**src/rtl/core/cpc_pkg.sv**
```systemverilog
// Shared types, constants and register codes of the cascaded position controller.
// Used by every file under rtl/core; depends on nothing else.
package cpc_pkg;

    localparam int SIG_W   = 32;                 // signed Q16.16 signals
    localparam int GAIN_W  = 16;                 // unsigned gains
    localparam int LIM_W   = 31;                 // unsigned limits
    localparam int RATE_W  = 10;                 // tick rate
    localparam int MUL_A_W = SIG_W + RATE_W;     // widest multiplicand: change times rate
    localparam int MUL_P_W = MUL_A_W + GAIN_W;   // widest product
    localparam int SUM_W   = MUL_P_W + 1;        // sum of the two inner loop products
    localparam int MAX_AXES = 3;

    localparam int CFG_IDX_W  = 3;
    localparam int CFG_DATA_W = 32;

    localparam int DEF_GAIN_FRAC_BITS = 8;
    localparam int DEF_AXES           = 3;

    typedef enum logic [CFG_IDX_W-1:0] {
        REG_POSITION_GAIN   = 3'd0,
        REG_VELOCITY_GAIN   = 3'd1,
        REG_DERIVATIVE_GAIN = 3'd2,
        REG_VELOCITY_LIMIT  = 3'd3,
        REG_ACCEL_LIMIT     = 3'd4,
        REG_TICK_RATE       = 3'd5
    } t_reg_idx;

    typedef struct packed {
        logic signed [SIG_W-1:0] target_x;
        logic signed [SIG_W-1:0] target_y;
        logic signed [SIG_W-1:0] target_z;
        logic signed [SIG_W-1:0] pos_x;
        logic signed [SIG_W-1:0] pos_y;
        logic signed [SIG_W-1:0] pos_z;
        logic signed [SIG_W-1:0] speed_x;
        logic signed [SIG_W-1:0] speed_y;
        logic signed [SIG_W-1:0] speed_z;
    } t_in;

    typedef struct packed {
        logic signed [SIG_W-1:0] accel_x;
        logic signed [SIG_W-1:0] accel_y;
        logic signed [SIG_W-1:0] accel_z;
    } t_out;

    typedef struct packed {
        logic [GAIN_W-1:0] position_gain;
        logic [GAIN_W-1:0] velocity_gain;
        logic [GAIN_W-1:0] derivative_gain;
        logic [LIM_W-1:0]  velocity_limit;
        logic [LIM_W-1:0]  accel_limit;
        logic [RATE_W-1:0] tick_rate;
    } t_cfg;

    typedef struct packed {
        logic busy;
        logic done;
    } t_eng_stat;

    typedef enum logic [3:0] {
        S_IDLE,
        S_PERR,
        S_MULP_GO,
        S_MULP_WAIT,
        S_VCMD,
        S_VERR,
        S_CHG,
        S_MULV_GO,
        S_MULV_WAIT,
        S_MULR_GO,
        S_MULR_WAIT,
        S_MULD_GO,
        S_MULD_WAIT,
        S_ACC,
        S_DONE
    } t_state;

endpackage

```
**src/rtl/core/cpc_cfg.sv**
```systemverilog
// Configuration register file of the cascaded position controller.
// Depends on cpc_pkg for the register codes and the t_cfg struct.
module cpc_cfg (
    input  logic                             i_clk,
    input  logic                             i_rst_n,
    input  logic                             i_cfg_valid,
    input  logic [cpc_pkg::CFG_IDX_W-1:0]    i_cfg_index,
    input  logic [cpc_pkg::CFG_DATA_W-1:0]   i_cfg_data,
    output logic                             o_cfg_ready,
    output cpc_pkg::t_cfg                    o_cfg
);
    import cpc_pkg::*;

    t_cfg r_cfg;

    assign o_cfg_ready = 1'b1;
    assign o_cfg       = r_cfg;

    // Writes to an index outside the register list are dropped.
    always_ff @(posedge i_clk) begin
        if (!i_rst_n) begin
            r_cfg.position_gain   <= GAIN_W'(243);
            r_cfg.velocity_gain   <= GAIN_W'(461);
            r_cfg.derivative_gain <= GAIN_W'(102);
            r_cfg.velocity_limit  <= LIM_W'(196608);
            r_cfg.accel_limit     <= LIM_W'(327680);
            r_cfg.tick_rate       <= RATE_W'(50);
        end else if (i_cfg_valid && o_cfg_ready) begin
            unique case (i_cfg_index)
                REG_POSITION_GAIN:   r_cfg.position_gain   <= i_cfg_data[GAIN_W-1:0];
                REG_VELOCITY_GAIN:   r_cfg.velocity_gain   <= i_cfg_data[GAIN_W-1:0];
                REG_DERIVATIVE_GAIN: r_cfg.derivative_gain <= i_cfg_data[GAIN_W-1:0];
                REG_VELOCITY_LIMIT:  r_cfg.velocity_limit  <= i_cfg_data[LIM_W-1:0];
                REG_ACCEL_LIMIT:     r_cfg.accel_limit     <= i_cfg_data[LIM_W-1:0];
                REG_TICK_RATE:       r_cfg.tick_rate       <= i_cfg_data[RATE_W-1:0];
                default: ;
            endcase
        end
    end

endmodule

```
**src/rtl/core/cpc_smul.sv**
```systemverilog
// Bit-serial shift-and-add multiplier: signed multiplicand times unsigned multiplier,
// one multiplier bit per cycle. Depends on cpc_pkg for the operand widths.
module cpc_smul (
    input  logic                             i_clk,
    input  logic                             i_rst_n,
    input  logic                             i_start,
    input  logic [cpc_pkg::MUL_A_W-1:0]      i_a,
    input  logic [cpc_pkg::GAIN_W-1:0]       i_b,
    output logic                             o_done,
    output logic [cpc_pkg::MUL_P_W-1:0]      o_prod
);
    import cpc_pkg::*;

    localparam int CNT_W = $clog2(GAIN_W + 1);

    logic [MUL_P_W-1:0] r_mcand;
    logic [GAIN_W-1:0]  r_mplier;
    logic [MUL_P_W-1:0] r_acc;
    logic [CNT_W-1:0]   r_cnt;
    logic               r_busy;
    logic               r_done;

    assign o_done = r_done;
    assign o_prod = r_acc;

    always_ff @(posedge i_clk) begin
        if (!i_rst_n) begin
            r_busy <= 1'b0;
            r_done <= 1'b0;
            r_cnt  <= '0;
        end else begin
            r_done <= 1'b0;
            if (i_start) begin
                r_busy <= 1'b1;
                r_cnt  <= CNT_W'(GAIN_W);
            end else if (r_busy) begin
                r_cnt <= r_cnt - CNT_W'(1);
                if (r_cnt == CNT_W'(1)) begin
                    r_busy <= 1'b0;
                    r_done <= 1'b1;
                end
            end
        end
    end

    // The multiplicand is sign-extended to the product width, so the
    // sum modulo 2^MUL_P_W is the exact signed product.
    always_ff @(posedge i_clk) begin
        if (i_start) begin
            r_mcand  <= {{(MUL_P_W - MUL_A_W){i_a[MUL_A_W-1]}}, i_a};
            r_mplier <= i_b;
            r_acc    <= '0;
        end else if (r_busy) begin
            if (r_mplier[0]) begin
                r_acc <= r_acc + r_mcand;
            end
            r_mcand  <= {r_mcand[MUL_P_W-2:0], 1'b0};
            r_mplier <= {1'b0, r_mplier[GAIN_W-1:1]};
        end
    end

endmodule

```
**src/rtl/core/cpc_engine.sv**
```systemverilog
// Per-axis sequencer and datapath of the cascaded position controller.
// Depends on cpc_pkg and on cpc_smul for all four products.
module cpc_engine #(
    parameter int GAIN_FRAC_BITS = cpc_pkg::DEF_GAIN_FRAC_BITS,
    parameter int AXES           = cpc_pkg::DEF_AXES
) (
    input  logic                  i_clk,
    input  logic                  i_rst_n,
    input  logic                  i_start,
    input  cpc_pkg::t_in          i_in,
    input  cpc_pkg::t_cfg         i_cfg,
    input  logic                  i_take,
    output cpc_pkg::t_eng_stat    o_stat,
    output cpc_pkg::t_out         o_res
);
    import cpc_pkg::*;

    localparam int AXW = (AXES > 1) ? $clog2(AXES) : 1;

    t_state r_state;
    t_state n_state;

    logic [AXW-1:0]          r_axis;
    logic [1:0]              w_ax;
    t_in                     r_in;
    t_out                    r_res;
    logic signed [SIG_W-1:0] r_last [AXES];
    logic signed [SIG_W-1:0] r_perr;
    logic signed [SIG_W-1:0] r_vcmd;
    logic signed [SIG_W-1:0] r_verr;
    logic signed [SIG_W-1:0] r_chg;
    logic [MUL_P_W-1:0]      r_pv;
    logic signed [SUM_W-1:0] r_sum;

    logic signed [SIG_W-1:0] w_target;
    logic signed [SIG_W-1:0] w_pos;
    logic signed [SIG_W-1:0] w_speed;
    logic signed [SUM_W-1:0] w_prod_ext;
    logic signed [SUM_W-1:0] w_vcmd_full;
    logic signed [SUM_W-1:0] w_acc_full;
    logic signed [SIG_W-1:0] w_acc;
    logic                    w_last_axis;

    logic                    w_mul_start;
    logic [MUL_A_W-1:0]      w_mul_a;
    logic [GAIN_W-1:0]       w_mul_b;
    logic                    w_mul_done;
    logic [MUL_P_W-1:0]      w_mul_prod;

    // Saturates a 33 bit difference to the 32 bit signed range.
    function automatic logic signed [SIG_W-1:0] sat32(input logic [SIG_W:0] v);
        logic signed [SIG_W-1:0] r;
        if (v[SIG_W] != v[SIG_W-1]) begin
            r = v[SIG_W] ? {1'b1, {(SIG_W-1){1'b0}}} : {1'b0, {(SIG_W-1){1'b1}}};
        end else begin
            r = v[SIG_W-1:0];
        end
        return r;
    endfunction

    // Symmetric clamp to plus or minus an unsigned limit.
    function automatic logic signed [SIG_W-1:0] clamp_sym(input logic signed [SUM_W-1:0] v,
                                                          input logic [LIM_W-1:0] lim);
        logic signed [SUM_W-1:0] l;
        logic signed [SUM_W-1:0] r;
        l = {{(SUM_W-LIM_W){1'b0}}, lim};
        if (v > l) begin
            r = l;
        end else if (v < -l) begin
            r = -l;
        end else begin
            r = v;
        end
        return r[SIG_W-1:0];
    endfunction

    cpc_smul u_smul (
        .i_clk   (i_clk),
        .i_rst_n (i_rst_n),
        .i_start (w_mul_start),
        .i_a     (w_mul_a),
        .i_b     (w_mul_b),
        .o_done  (w_mul_done),
        .o_prod  (w_mul_prod)
    );

    assign w_ax        = 2'(r_axis);
    assign w_last_axis = (r_axis == AXW'(AXES - 1));

    always_comb begin
        case (w_ax)
            2'd0: begin
                w_target = r_in.target_x;
                w_pos    = r_in.pos_x;
                w_speed  = r_in.speed_x;
            end
            2'd1: begin
                w_target = r_in.target_y;
                w_pos    = r_in.pos_y;
                w_speed  = r_in.speed_y;
            end
            default: begin
                w_target = r_in.target_z;
                w_pos    = r_in.pos_z;
                w_speed  = r_in.speed_z;
            end
        endcase
    end

    // Floor of a product by 2^GAIN_FRAC_BITS is an arithmetic right shift.
    assign w_prod_ext  = {w_mul_prod[MUL_P_W-1], w_mul_prod};
    assign w_vcmd_full = w_prod_ext >>> GAIN_FRAC_BITS;
    assign w_acc_full  = r_sum >>> GAIN_FRAC_BITS;
    assign w_acc       = clamp_sym(w_acc_full, i_cfg.accel_limit);

    always_comb begin
        n_state = r_state;
        unique case (r_state)
            S_IDLE:      if (i_start) n_state = S_PERR;
            S_PERR:      n_state = S_MULP_GO;
            S_MULP_GO:   n_state = S_MULP_WAIT;
            S_MULP_WAIT: if (w_mul_done) n_state = S_VCMD;
            S_VCMD:      n_state = S_VERR;
            S_VERR:      n_state = S_CHG;
            S_CHG:       n_state = S_MULV_GO;
            S_MULV_GO:   n_state = S_MULV_WAIT;
            S_MULV_WAIT: if (w_mul_done) n_state = S_MULR_GO;
            S_MULR_GO:   n_state = S_MULR_WAIT;
            S_MULR_WAIT: if (w_mul_done) n_state = S_MULD_GO;
            S_MULD_GO:   n_state = S_MULD_WAIT;
            S_MULD_WAIT: if (w_mul_done) n_state = S_ACC;
            S_ACC:       n_state = w_last_axis ? S_DONE : S_PERR;
            S_DONE:      if (i_take) n_state = S_IDLE;
            default:     n_state = S_IDLE;
        endcase
    end

    always_comb begin
        w_mul_start = 1'b0;
        w_mul_a     = '0;
        w_mul_b     = '0;
        o_stat.busy = (r_state != S_IDLE);
        o_stat.done = 1'b0;
        unique case (r_state)
            S_MULP_GO: begin
                w_mul_start = 1'b1;
                w_mul_a     = MUL_A_W'(r_perr);
                w_mul_b     = i_cfg.position_gain;
            end
            S_MULV_GO: begin
                w_mul_start = 1'b1;
                w_mul_a     = MUL_A_W'(r_verr);
                w_mul_b     = i_cfg.velocity_gain;
            end
            S_MULR_GO: begin
                w_mul_start = 1'b1;
                w_mul_a     = MUL_A_W'(r_chg);
                w_mul_b     = GAIN_W'(i_cfg.tick_rate);
            end
            S_MULD_GO: begin
                w_mul_start = 1'b1;
                w_mul_a     = w_mul_prod[MUL_A_W-1:0];
                w_mul_b     = i_cfg.derivative_gain;
            end
            S_DONE: begin
                o_stat.done = 1'b1;
            end
            default: ;
        endcase
    end

    always_ff @(posedge i_clk) begin
        if (!i_rst_n) begin
            r_state <= S_IDLE;
            r_axis  <= '0;
            for (int i = 0; i < AXES; i++) begin
                r_last[i] <= '0;
            end
        end else begin
            r_state <= n_state;
            if (r_state == S_IDLE) begin
                r_axis <= '0;
            end else if (r_state == S_ACC) begin
                r_last[r_axis] <= r_verr;
                if (!w_last_axis) begin
                    r_axis <= r_axis + AXW'(1);
                end
            end
        end
    end

    always_ff @(posedge i_clk) begin
        case (r_state)
            S_IDLE: begin
                if (i_start) begin
                    r_in  <= i_in;
                    r_res <= '0;
                end
            end
            S_PERR: r_perr <= sat32({w_target[SIG_W-1], w_target} - {w_pos[SIG_W-1], w_pos});
            S_VCMD: r_vcmd <= clamp_sym(w_vcmd_full, i_cfg.velocity_limit);
            S_VERR: r_verr <= sat32({r_vcmd[SIG_W-1], r_vcmd} - {w_speed[SIG_W-1], w_speed});
            S_CHG:  r_chg  <= sat32({r_verr[SIG_W-1], r_verr}
                                    - {r_last[r_axis][SIG_W-1], r_last[r_axis]});
            S_MULV_WAIT: begin
                if (w_mul_done) begin
                    r_pv <= w_mul_prod;
                end
            end
            S_MULD_WAIT: begin
                if (w_mul_done) begin
                    r_sum <= {r_pv[MUL_P_W-1], r_pv} + {w_mul_prod[MUL_P_W-1], w_mul_prod};
                end
            end
            S_ACC: begin
                case (w_ax)
                    2'd0:    r_res.accel_x <= w_acc;
                    2'd1:    r_res.accel_y <= w_acc;
                    default: r_res.accel_z <= w_acc;
                endcase
            end
            default: ;
        endcase
    end

    assign o_res = r_res;

endmodule

```
**src/rtl/core/cascaded_pd_position_controller_top.sv**
```systemverilog
// Top level of the cascaded P/PD position and velocity controller.
// Depends on cpc_pkg, cpc_cfg, cpc_engine and, through the engine, cpc_smul.

// One input transaction is one control tick carrying target position, measured
// position and measured velocity on each axis; it yields exactly one output
// transaction with the commanded acceleration per axis. Each axis runs an outer
// proportional loop (position error times position_gain, clamped to the velocity
// limit) and an inner PD loop (velocity error times velocity_gain plus
// derivative_gain times the error change times tick_rate, clamped to the
// acceleration limit). Gain products round toward minus infinity and differences
// saturate to 32 bits. The previous velocity error of each axis is kept between
// ticks and cleared by reset. Axes are processed one after another, and each axis
// uses a bit-serial multiplier four times. The next tick is taken as soon as the engine
// has moved its result to the output register, even if that result is still waiting
// to be taken. Axes beyond AXES report zero acceleration.
// Configuration writes are always ready and must be made while no tick is in flight.
module cascaded_pd_position_controller_top #(
    parameter int GAIN_FRAC_BITS = cpc_pkg::DEF_GAIN_FRAC_BITS,
    parameter int AXES           = cpc_pkg::DEF_AXES
) (
    input  logic                            i_clk,
    input  logic                            i_rst_n,
    // Tick input channel.
    input  logic                            i_in_valid,
    output logic                            o_in_stall,
    input  cpc_pkg::t_in                    i_in,
    // Acceleration output channel.
    output logic                            o_out_valid,
    input  logic                            i_out_stall,
    output cpc_pkg::t_out                   o_out,
    // Configuration write channel.
    input  logic                            i_cfg_valid,
    output logic                            o_cfg_ready,
    input  logic [cpc_pkg::CFG_IDX_W-1:0]   i_cfg_index,
    input  logic [cpc_pkg::CFG_DATA_W-1:0]  i_cfg_data
);
    import cpc_pkg::*;

    t_cfg      w_cfg;
    t_eng_stat w_stat;
    t_out      w_res;
    logic      w_in_accept;
    logic      w_take;
    logic      r_out_valid;
    t_out      r_out;

    cpc_cfg u_cfg (
        .i_clk       (i_clk),
        .i_rst_n     (i_rst_n),
        .i_cfg_valid (i_cfg_valid),
        .i_cfg_index (i_cfg_index),
        .i_cfg_data  (i_cfg_data),
        .o_cfg_ready (o_cfg_ready),
        .o_cfg       (w_cfg)
    );

    // The engine is free for a new transaction whenever it is idle.
    assign o_in_stall  = w_stat.busy;
    assign w_in_accept = i_in_valid && !o_in_stall;

    // A finished result moves into the output register when that register is
    // empty or is being emptied in the same cycle.
    assign w_take = w_stat.done && (!r_out_valid || !i_out_stall);

    cpc_engine #(
        .GAIN_FRAC_BITS (GAIN_FRAC_BITS),
        .AXES           (AXES)
    ) u_engine (
        .i_clk   (i_clk),
        .i_rst_n (i_rst_n),
        .i_start (w_in_accept),
        .i_in    (i_in),
        .i_cfg   (w_cfg),
        .i_take  (w_take),
        .o_stat  (w_stat),
        .o_res   (w_res)
    );

    always_ff @(posedge i_clk) begin
        if (!i_rst_n) begin
            r_out_valid <= 1'b0;
        end else if (w_take) begin
            r_out_valid <= 1'b1;
        end else if (!i_out_stall) begin
            r_out_valid <= 1'b0;
        end
    end

    always_ff @(posedge i_clk) begin
        if (w_take) begin
            r_out <= w_res;
        end
    end

    assign o_out_valid = r_out_valid;
    assign o_out       = r_out;

endmodule
```
**config.mk**
```make
export PLATFORM = sky130hd
export DESIGN_NAME = cascaded_pd_position_controller_top
export DESIGN_NICKNAME = d
export VERILOG_FILES = /design/src/rtl/core/cpc_pkg.sv /design/src/rtl/core/cpc_cfg.sv /design/src/rtl/core/cpc_smul.sv /design/src/rtl/core/cpc_engine.sv /design/src/rtl/core/cascaded_pd_position_controller_top.sv
export SDC_FILE = /design/constraint.sdc
export NUM_CORES = 2
export LEC_CHECK = 0
export BUFFER_PORTS_ARGS = -buffer_cell sky130_fd_sc_hd__buf_4
export CORE_ASPECT_RATIO = 2
export CORE_MARGIN = 4
export CORE_UTILIZATION = 45
export CTS_BUF_LIST = sky130_fd_sc_hd__clkbuf_2
export CTS_CLUSTER_DIAMETER = 150
export DETAILED_ROUTE_END_ITERATION = 7
export PLACE_DENSITY = 0.7
export SLEW_MARGIN = 20
export SYNTH_ARGS = -nofsm -noshare
export SYNTH_HDL_FRONTEND = slang
export SYNTH_SLANG_ARGS = --single-unit
```
**constraint.sdc**
```tcl
create_clock -name i_clk -period 8.9 [get_ports i_clk]
set_input_delay 2.225 -clock i_clk [delete_from_list [all_inputs] [get_ports i_clk]]
set_output_delay 2.225 -clock i_clk [all_outputs]
set_load 0.05 [all_outputs]
```
# Word-level counts from Yosys, hierarchy flattened
# Memories as Yosys holds them, arrays and structs flattened. A register that Yosys moved wholly into a read port is not among the register bits.
# Cells that the tools add are included.
# word_totals
ram_bits	96
mem_count	1
reg_bits	991
word_cells	175
in_bits	328
# op_classes
n_bitwise	3
n_reduce_logical	33
n_mux	52
add_sub_neg	9
eq_ne	35
order_cmp	4
# mem_list
memory	depth	word_bits	rd	rd_ports_with_merged_regs	write_ports	line_no	text
u_engine.r_last	3	32	1	1	3	cpc_engine.sv:27	logic signed [SIG_W-1:0] r_last [AXES];
# op_table
operator	n
$mux 32	13
$pmux 32 s2	3
$pmux 96 s2	1
$pmux 42 s4	1
$neg 31->59	2
$mux 58	2
$sub 32x32->33	3
$mux 96	1
$pmux 16 s4	1
$pmux 4 s15	1
$add 58x58->59	1
$lt 50x59->1	1
$lt 51x59->1	1
$add 58x58->58	1
$gt 51x32->1	1
$gt 50x32->1	1
$mux 16	2
$reduce_or 32->1	1
$mux 31	1
$eq 4x4->1 const B	7
$mux 4	7
$reduce_and 2->1	11
$eq 4x3->1 const B	4
$mux 1	14
other kinds (29)	55

# Depth between registers and ports, before layout
# logic_depth
depth_word	7
ltp_mapped	26
mapped_depth_nobuf	22

# Modules after synthesis
# A second synthesis with hierarchy kept.
# unflattened
hier_cells	5179
area_unflattened_um2	58916.5
# modules_own_cells
mod	instances	area_per_inst_um2	seq_area_each_um2	cells_per_inst
cpc_engine	1	42575.8	22651.7	3674
cpc_smul	1	8817.2	3523.4	955
cpc_cfg	1	4595.7	2402.3	449
cascaded_pd_position_controller_top	1	2927.8	2902.8	101

# Worst setup path before layout
# No wires, ideal clock.
# synth_timing
path_kind	input-to-reg
from	input port i_in_valid
to	register u_engine.r_in[0] (netlist bit) (enable)
setup_ns	0.637
required_ns	8.263
slack_ns	0.377
stages	2
path_buffers	0
t_arrival_ns	7.887
path_cell_list	nand3_1 inv_1
# synth_via
elab_chain_cells	2
# synth_rtl
element	line_no	text
start: declaration	cascaded_pd_position_controller_top.sv:24	input logic i_in_valid,
$logic_and 1x1->1	cascaded_pd_position_controller_top.sv:59	assign w_in_accept = i_in_valid && !o_in_stall;
$reduce_and 2->1 (no source line)	--	
end signal: assignment	cpc_engine.sv:196	r_in <= i_in;
end: declaration	cpc_engine.sv:25	t_in r_in;
# No other way between the ends.
# A chain may end at the register's enable or synchronous reset.

# Worst setup path after layout
# layout_timing
from	register u_cfg.r_cfg, in the netlist u_cfg.o_cfg[10]
to	register u_engine.r_res, in the netlist u_engine.o_res[7], data pin
# layout_via
elab_chain_cells	6
elab_cells_between_ends	7
cone_classes	add/sub (1); order compare (2); mux (4)
# layout_rtl
element	line_no	text
start: declaration	cpc_cfg.sv:14	t_cfg r_cfg;
$neg 31->59	cpc_engine.sv:69	end else if (v < -l) begin
$lt 51x59->1	cpc_engine.sv:69	
$mux 32	cpc_engine.sv:69	
$mux 32 (*)	cpc_engine.sv:67	if (v > l) begin
$mux 32 (*)	cpc_engine.sv:216	case (w_ax)
$pmux 96 s2 (*)	cpc_engine.sv:193	case (r_state)
end: declaration	cpc_engine.sv:26	t_out r_res;
# Every way passes the cells marked *; elsewhere a longest branch is shown, timed or not. The select of a mux whose other input is x is not followed.

==> flow_summary.html <==
<table>
<tr><th>Metric</th><th>Value</th></tr>
<tr><th colspan="2">Global route</th></tr>
<tr><td>Global-route congestion overflow total</td><td>0</td></tr>
<tr><td>Maximum number of pins on one net before global-route repair</td><td>165</td></tr>
<tr><td>First-pass GRT wire length</td><td>236000 microns</td></tr>
<tr><td>Number of antenna violations at the first check in global routing</td><td>2</td></tr>
<tr><td>Vias in the first global route</td><td>43010</td></tr>
<tr><td>Overall Global Routing Usage</td><td>0.2265</td></tr>
<tr><th colspan="2">Logic synthesis</th></tr>
<tr><td>Post-synthesis sequential element count</td><td>1113</td></tr>
<tr><td>Post-Synthesis Cell Area</td><td>57600 sq um</td></tr>
<tr><td>Most frequently used flop master after synthesis</td><td>edfxtp_1</td></tr>
<tr><td>Number of synthesized flops with an enable pin</td><td>919</td></tr>
<tr><td>Synth async-reset ratio</td><td>0</td></tr>
<tr><td>Share of synthesized area occupied by flip-flops and latches</td><td>0.5466</td></tr>
<tr><td>Number of distinct library cells after synthesis</td><td>95</td></tr>
<tr><td>Syn nets</td><td>5832</td></tr>
<tr><td>Cell count after synthesis</td><td>5104</td></tr>
<tr><td>Yosys warning count</td><td>0</td></tr>
<tr><td>Mean instance size in the synthesized netlist</td><td>11.28 sq um</td></tr>
<tr><th colspan="2">CTS</th></tr>
<tr><td>Buffer levels on the longest clock path</td><td>3</td></tr>
<tr><td>H-tree depth reported by CTS</td><td>4</td></tr>
<tr><td>Clock latency reported for the late side of the worst-skew pair</td><td>1.70 ns</td></tr>
<tr><td>Post-cts resize count</td><td>0</td></tr>
<tr><td>CTS tree</td><td>built</td></tr>
<tr><td>Clock-pin slew on the worst setup and hold paths</td><td>0.14 ns</td></tr>
<tr><td>Hold buffer count at cts</td><td>0</td></tr>
<tr><td>Number of buffers created by CTS</td><td>232</td></tr>
<tr><td>Post-CTS repair timing setup buffer count</td><td>0</td></tr>
<tr><td>Library cell used as clock root buffer</td><td>clkbuf_2</td></tr>
<tr><td>CTS sink count</td><td>1113</td></tr>
<tr><th colspan="2">Drt</th></tr>
<tr><td>Routed via count</td><td>42320</td></tr>
<tr><td>Via density per instance</td><td>5.663</td></tr>
<tr><td>Remaining design rule violation count</td><td>0</td></tr>
<tr><td>First-iteration detailed-routing DRC count</td><td>2448</td></tr>
<tr><td>Number of nets with antenna violations after routing</td><td>0</td></tr>
<tr><td>Average wire per cell in the routed design</td><td>20.75 microns</td></tr>
<tr><td>WL final</td><td>155000 microns</td></tr>
<tr><td>First-pass DRT Iterations</td><td>6</td></tr>
<tr><th colspan="2">STA</th></tr>
<tr><td>Actual transition at the worst max-transition pin</td><td>1.142 ns</td></tr>
<tr><td>Setup Total Neg Slack</td><td>0 ns</td></tr>
<tr><td>Worst setup skew after layout</td><td>0.1447 ns</td></tr>
<tr><td>Final Critical Period</td><td>7.084 ns</td></tr>
<tr><td>Remaining max-slew budget at the tightest pin</td><td>0.2372</td></tr>
<tr><td>Final Cycle Share</td><td>0.7960</td></tr>
<tr><td>Upper clock frequency limit</td><td>0.1412 GHz</td></tr>
<tr><td>Final Max Slew Viols</td><td>0</td></tr>
<tr><td>Setup repair after global routing missed its margin</td><td>false</td></tr>
<tr><td>Post-route worst setup slack</td><td>1.816 ns</td></tr>
<tr><td>Final setup violation count</td><td>0</td></tr>
<tr><td>Number of endpoints with negative hold slack in the final report</td><td>0</td></tr>
<tr><th colspan="2">Placed design</th></tr>
<tr><td>Port bufs</td><td>424</td></tr>
<tr><td>Detailed-placement wirelength estimate</td><td>115500 microns</td></tr>
<tr><td>Last weighted congestion value of the routability-driven placer</td><td>0.9506</td></tr>
<tr><td>Post-Place Worst Slack</td><td>1.933 ns</td></tr>
<tr><td>Instance area after placement</td><td>62650 sq um</td></tr>
<tr><th colspan="2">Job</th></tr>
<tr><td>Number of violations of the max-capacitance limit</td><td>0</td></tr>
<tr><th colspan="2">Final layout</th></tr>
<tr><td>Layout Nets</td><td>6316</td></tr>
<tr><td>Share of the core filled with cells in the final layout</td><td>0.5110</td></tr>
<tr><td>Most common cell after layout, fill and taps aside</td><td>edfxtp_1</td></tr>
<tr><td>Post-synthesis to final-layout area growth</td><td>12.74%</td></tr>
<tr><td>Commonest non-fill, non-tap cells in the layout</td><td>edfxtp_1 (919), nand2_1 (572), buf_4 (487), a21oi_1 (426), ha_1 (394)</td></tr>
<tr><td>Layout Cell Area excl Fill</td><td>64940 sq um</td></tr>
<tr><td>Share of layout cells above drive strength 1</td><td>0.1676</td></tr>
<tr><th colspan="2">Worst setup path</th></tr>
<tr><td>Highest net fanout along the worst path</td><td>53</td></tr>
<tr><td>Cell breakdown of the critical path</td><td>nor3_2 -&gt; nand3_1 -&gt; or3_1 -&gt; nor2_2 -&gt; and3_1 -&gt; nand2_1 -&gt; or4_1 -&gt; xnor2_1 -&gt; ha_1 -&gt; a21o_1 -&gt; a21oi_1 -&gt; o21ai_0 -&gt; nor3_1 -&gt; o311ai_1 -&gt; a21oi_1 -&gt; o31ai_4 -&gt; buf_4 -&gt; buf_4 -&gt; o21ai_0 -&gt; a22oi_1 -&gt; nor2_1</td></tr>
<tr><td>Cell with the largest stage delay on the worst path</td><td>o21ai_0</td></tr>
<tr><td>CP Data Required Time</td><td>10.23 ns</td></tr>
<tr><td>Delay of the slowest cell on the worst path</td><td>0.58 ns</td></tr>
<tr><td>Family of cells with the greatest summed delay on the critical path</td><td>simple AND/OR/NAND/NOR gates</td></tr>
<tr><td>Buffers plus inverters on the worst setup path</td><td>2</td></tr>
<tr><td>Arr. time, crit path</td><td>8.42 ns</td></tr>
<tr><td>Kind of start point of the critical path</td><td>flip-flop</td></tr>
<tr><td>Type of element capturing the critical path</td><td>flip-flop</td></tr>
<tr><td>Critical path type</td><td>flip-flop to flip-flop</td></tr>
<tr><th colspan="2">Power and ir drop</th></tr>
<tr><td>Overall Power</td><td>0.01440 W</td></tr>
<tr><td>Peak ir drop on the vdd network</td><td>146.2 uV</td></tr>
<tr><td>Cell area power density</td><td>221.8 nW/um^2</td></tr>
<tr><td>LEAKAGE</td><td>25.86 nW</td></tr>
<tr><th colspan="2">Die</th></tr>
<tr><td>Width of the die</td><td>261.0 microns</td></tr>
<tr><td>Die outline height</td><td>514.0 microns</td></tr>
<tr><td>Initial Util</td><td>0.4532</td></tr>
<tr><td>IO Count</td><td>427</td></tr>
<tr><td>Cell row count</td><td>185</td></tr>
<tr><td>Standard cell core area</td><td>127100 sq um</td></tr>
<tr><td>Die Area</td><td>134100 sq um</td></tr>
<tr><th colspan="2">Min path</th></tr>
<tr><td>Worst hold-check path type</td><td>flip-flop to flip-flop</td></tr>
<tr><th colspan="2">Outcome</th></tr>
<tr><td>Result of the run</td><td>complete, no violations</td></tr>
</table>
final timing paths:
path,from,to,slack [ns],cells after the start
worst max-delay path,u_cfg.o_cfg[10],u_engine.o_res[7],1.82,21
worst max register to register,u_cfg.o_cfg[10],u_engine.o_res[7],1.82,21
worst min register to register,u_engine.o_res[7],o_out[7],0.39,0
worst min-delay path,u_engine.o_res[7],o_out[7],0.39,0
metrics by stage:
step | hold slack (ns) | cells
after floorplan | 0.4003 | 5104
after global placement | 0.4012 | 7037
after detailed placement | 0.4045 | 7037
after CTS | 0.3740 | 7469
after global routing | 0.4095 | 7473
final | 0.3874 | 7473
final cells by class:
class / instances / area [sq um]
antenna: 4 / 10.01
clock buffer: 313 / 1567
clock inverter: 119 / 703.2
fill: 11200 / 62140
inverter: 184 / 698.2
multi-input combinational: 3569 / 24690
sequential: 1113 / 31480
tap: 1683 / 2106
timing repair buffer: 488 / 3676
worst reg2reg max path, delay by kind of cell (launching register included):
| kind | cells | cell delay (ns) |
|---|---|---|
| xor+xnor | 1 | 0.15 |
| compound gates | 8 | 2.08 |
| flops | 1 | 0.38 |
| buf+inv | 2 | 0.85 |
| fa+ha+maj | 1 | 0.30 |
| simple gates | 9 | 3.05 |
cell usage after synthesis, drive strengths merged (124+ instances only):
cell / count / area share
edfxtp: 919 / 0.48
nand2: 576 / 0.038
a21oi: 429 / 0.037
ha: 396 / 0.086
nor2: 261 / 0.017
o21ai: 229 / 0.020
a21o: 199 / 0.026
dfxtp: 194 / 0.067
clkbuf: 190 / 0.012
inv: 184 / 0.012
xnor2: 154 / 0.023
a22oi: 124 / 0.016
where the power goes:
group	total, W	switching [W]	leakage (nW)	internal (W)
combinational	0.00433	0.00263	14.0	0.00170
sequential	0.00684	0.000479	10.2	0.00637
clock	0.00322	0.00204	1.65	0.00118
total	0.0144	0.00515	25.9	0.00925
state kept, by name, summed over array words and instances, names as in the netlist, 32 cells and up, named ones only:
signal and cells:
u_engine.u_smul.o_prod 58, u_engine.u_smul.r_mcand 58, u_engine.r_last 128, u_engine.o_res 96, u_engine.r_vcmd 32, u_engine.r_in 288
u_engine.r_pv 58, u_engine.r_perr 32, u_cfg.o_cfg 120, u_engine.r_sum 51, o_out 96, u_engine.r_chg 32
u_engine.r_verr 32
cells by family after synthesis:
family          after synthesis  share of synthesized area
mux                          72                    0.01983
compound gates             1445                     0.1645
buf+inv                     422                    0.02848
xor+xnor                    228                    0.03467
other cells                   1                 0.00006511
simple gates               1410                     0.1162
fa+ha+maj                   413                    0.08967
flops                      1113                     0.5466
layer usage:
| layer | GRT usage | up-vias | share of wire |
|---|---|---|---|
| met5 | 0 | - | 0 |
| met4 | 0.1459 | 0 | 0.068 |
| met3 | 0.03738 | 481 | 0.054 |
| met2 | 0.4227 | 1523 | 0.53 |
| met1 | 0.2300 | 20120 | 0.35 |
| li1 | - | 20190 | - |
Note: power is estimated with default switching activity, not from simulation.
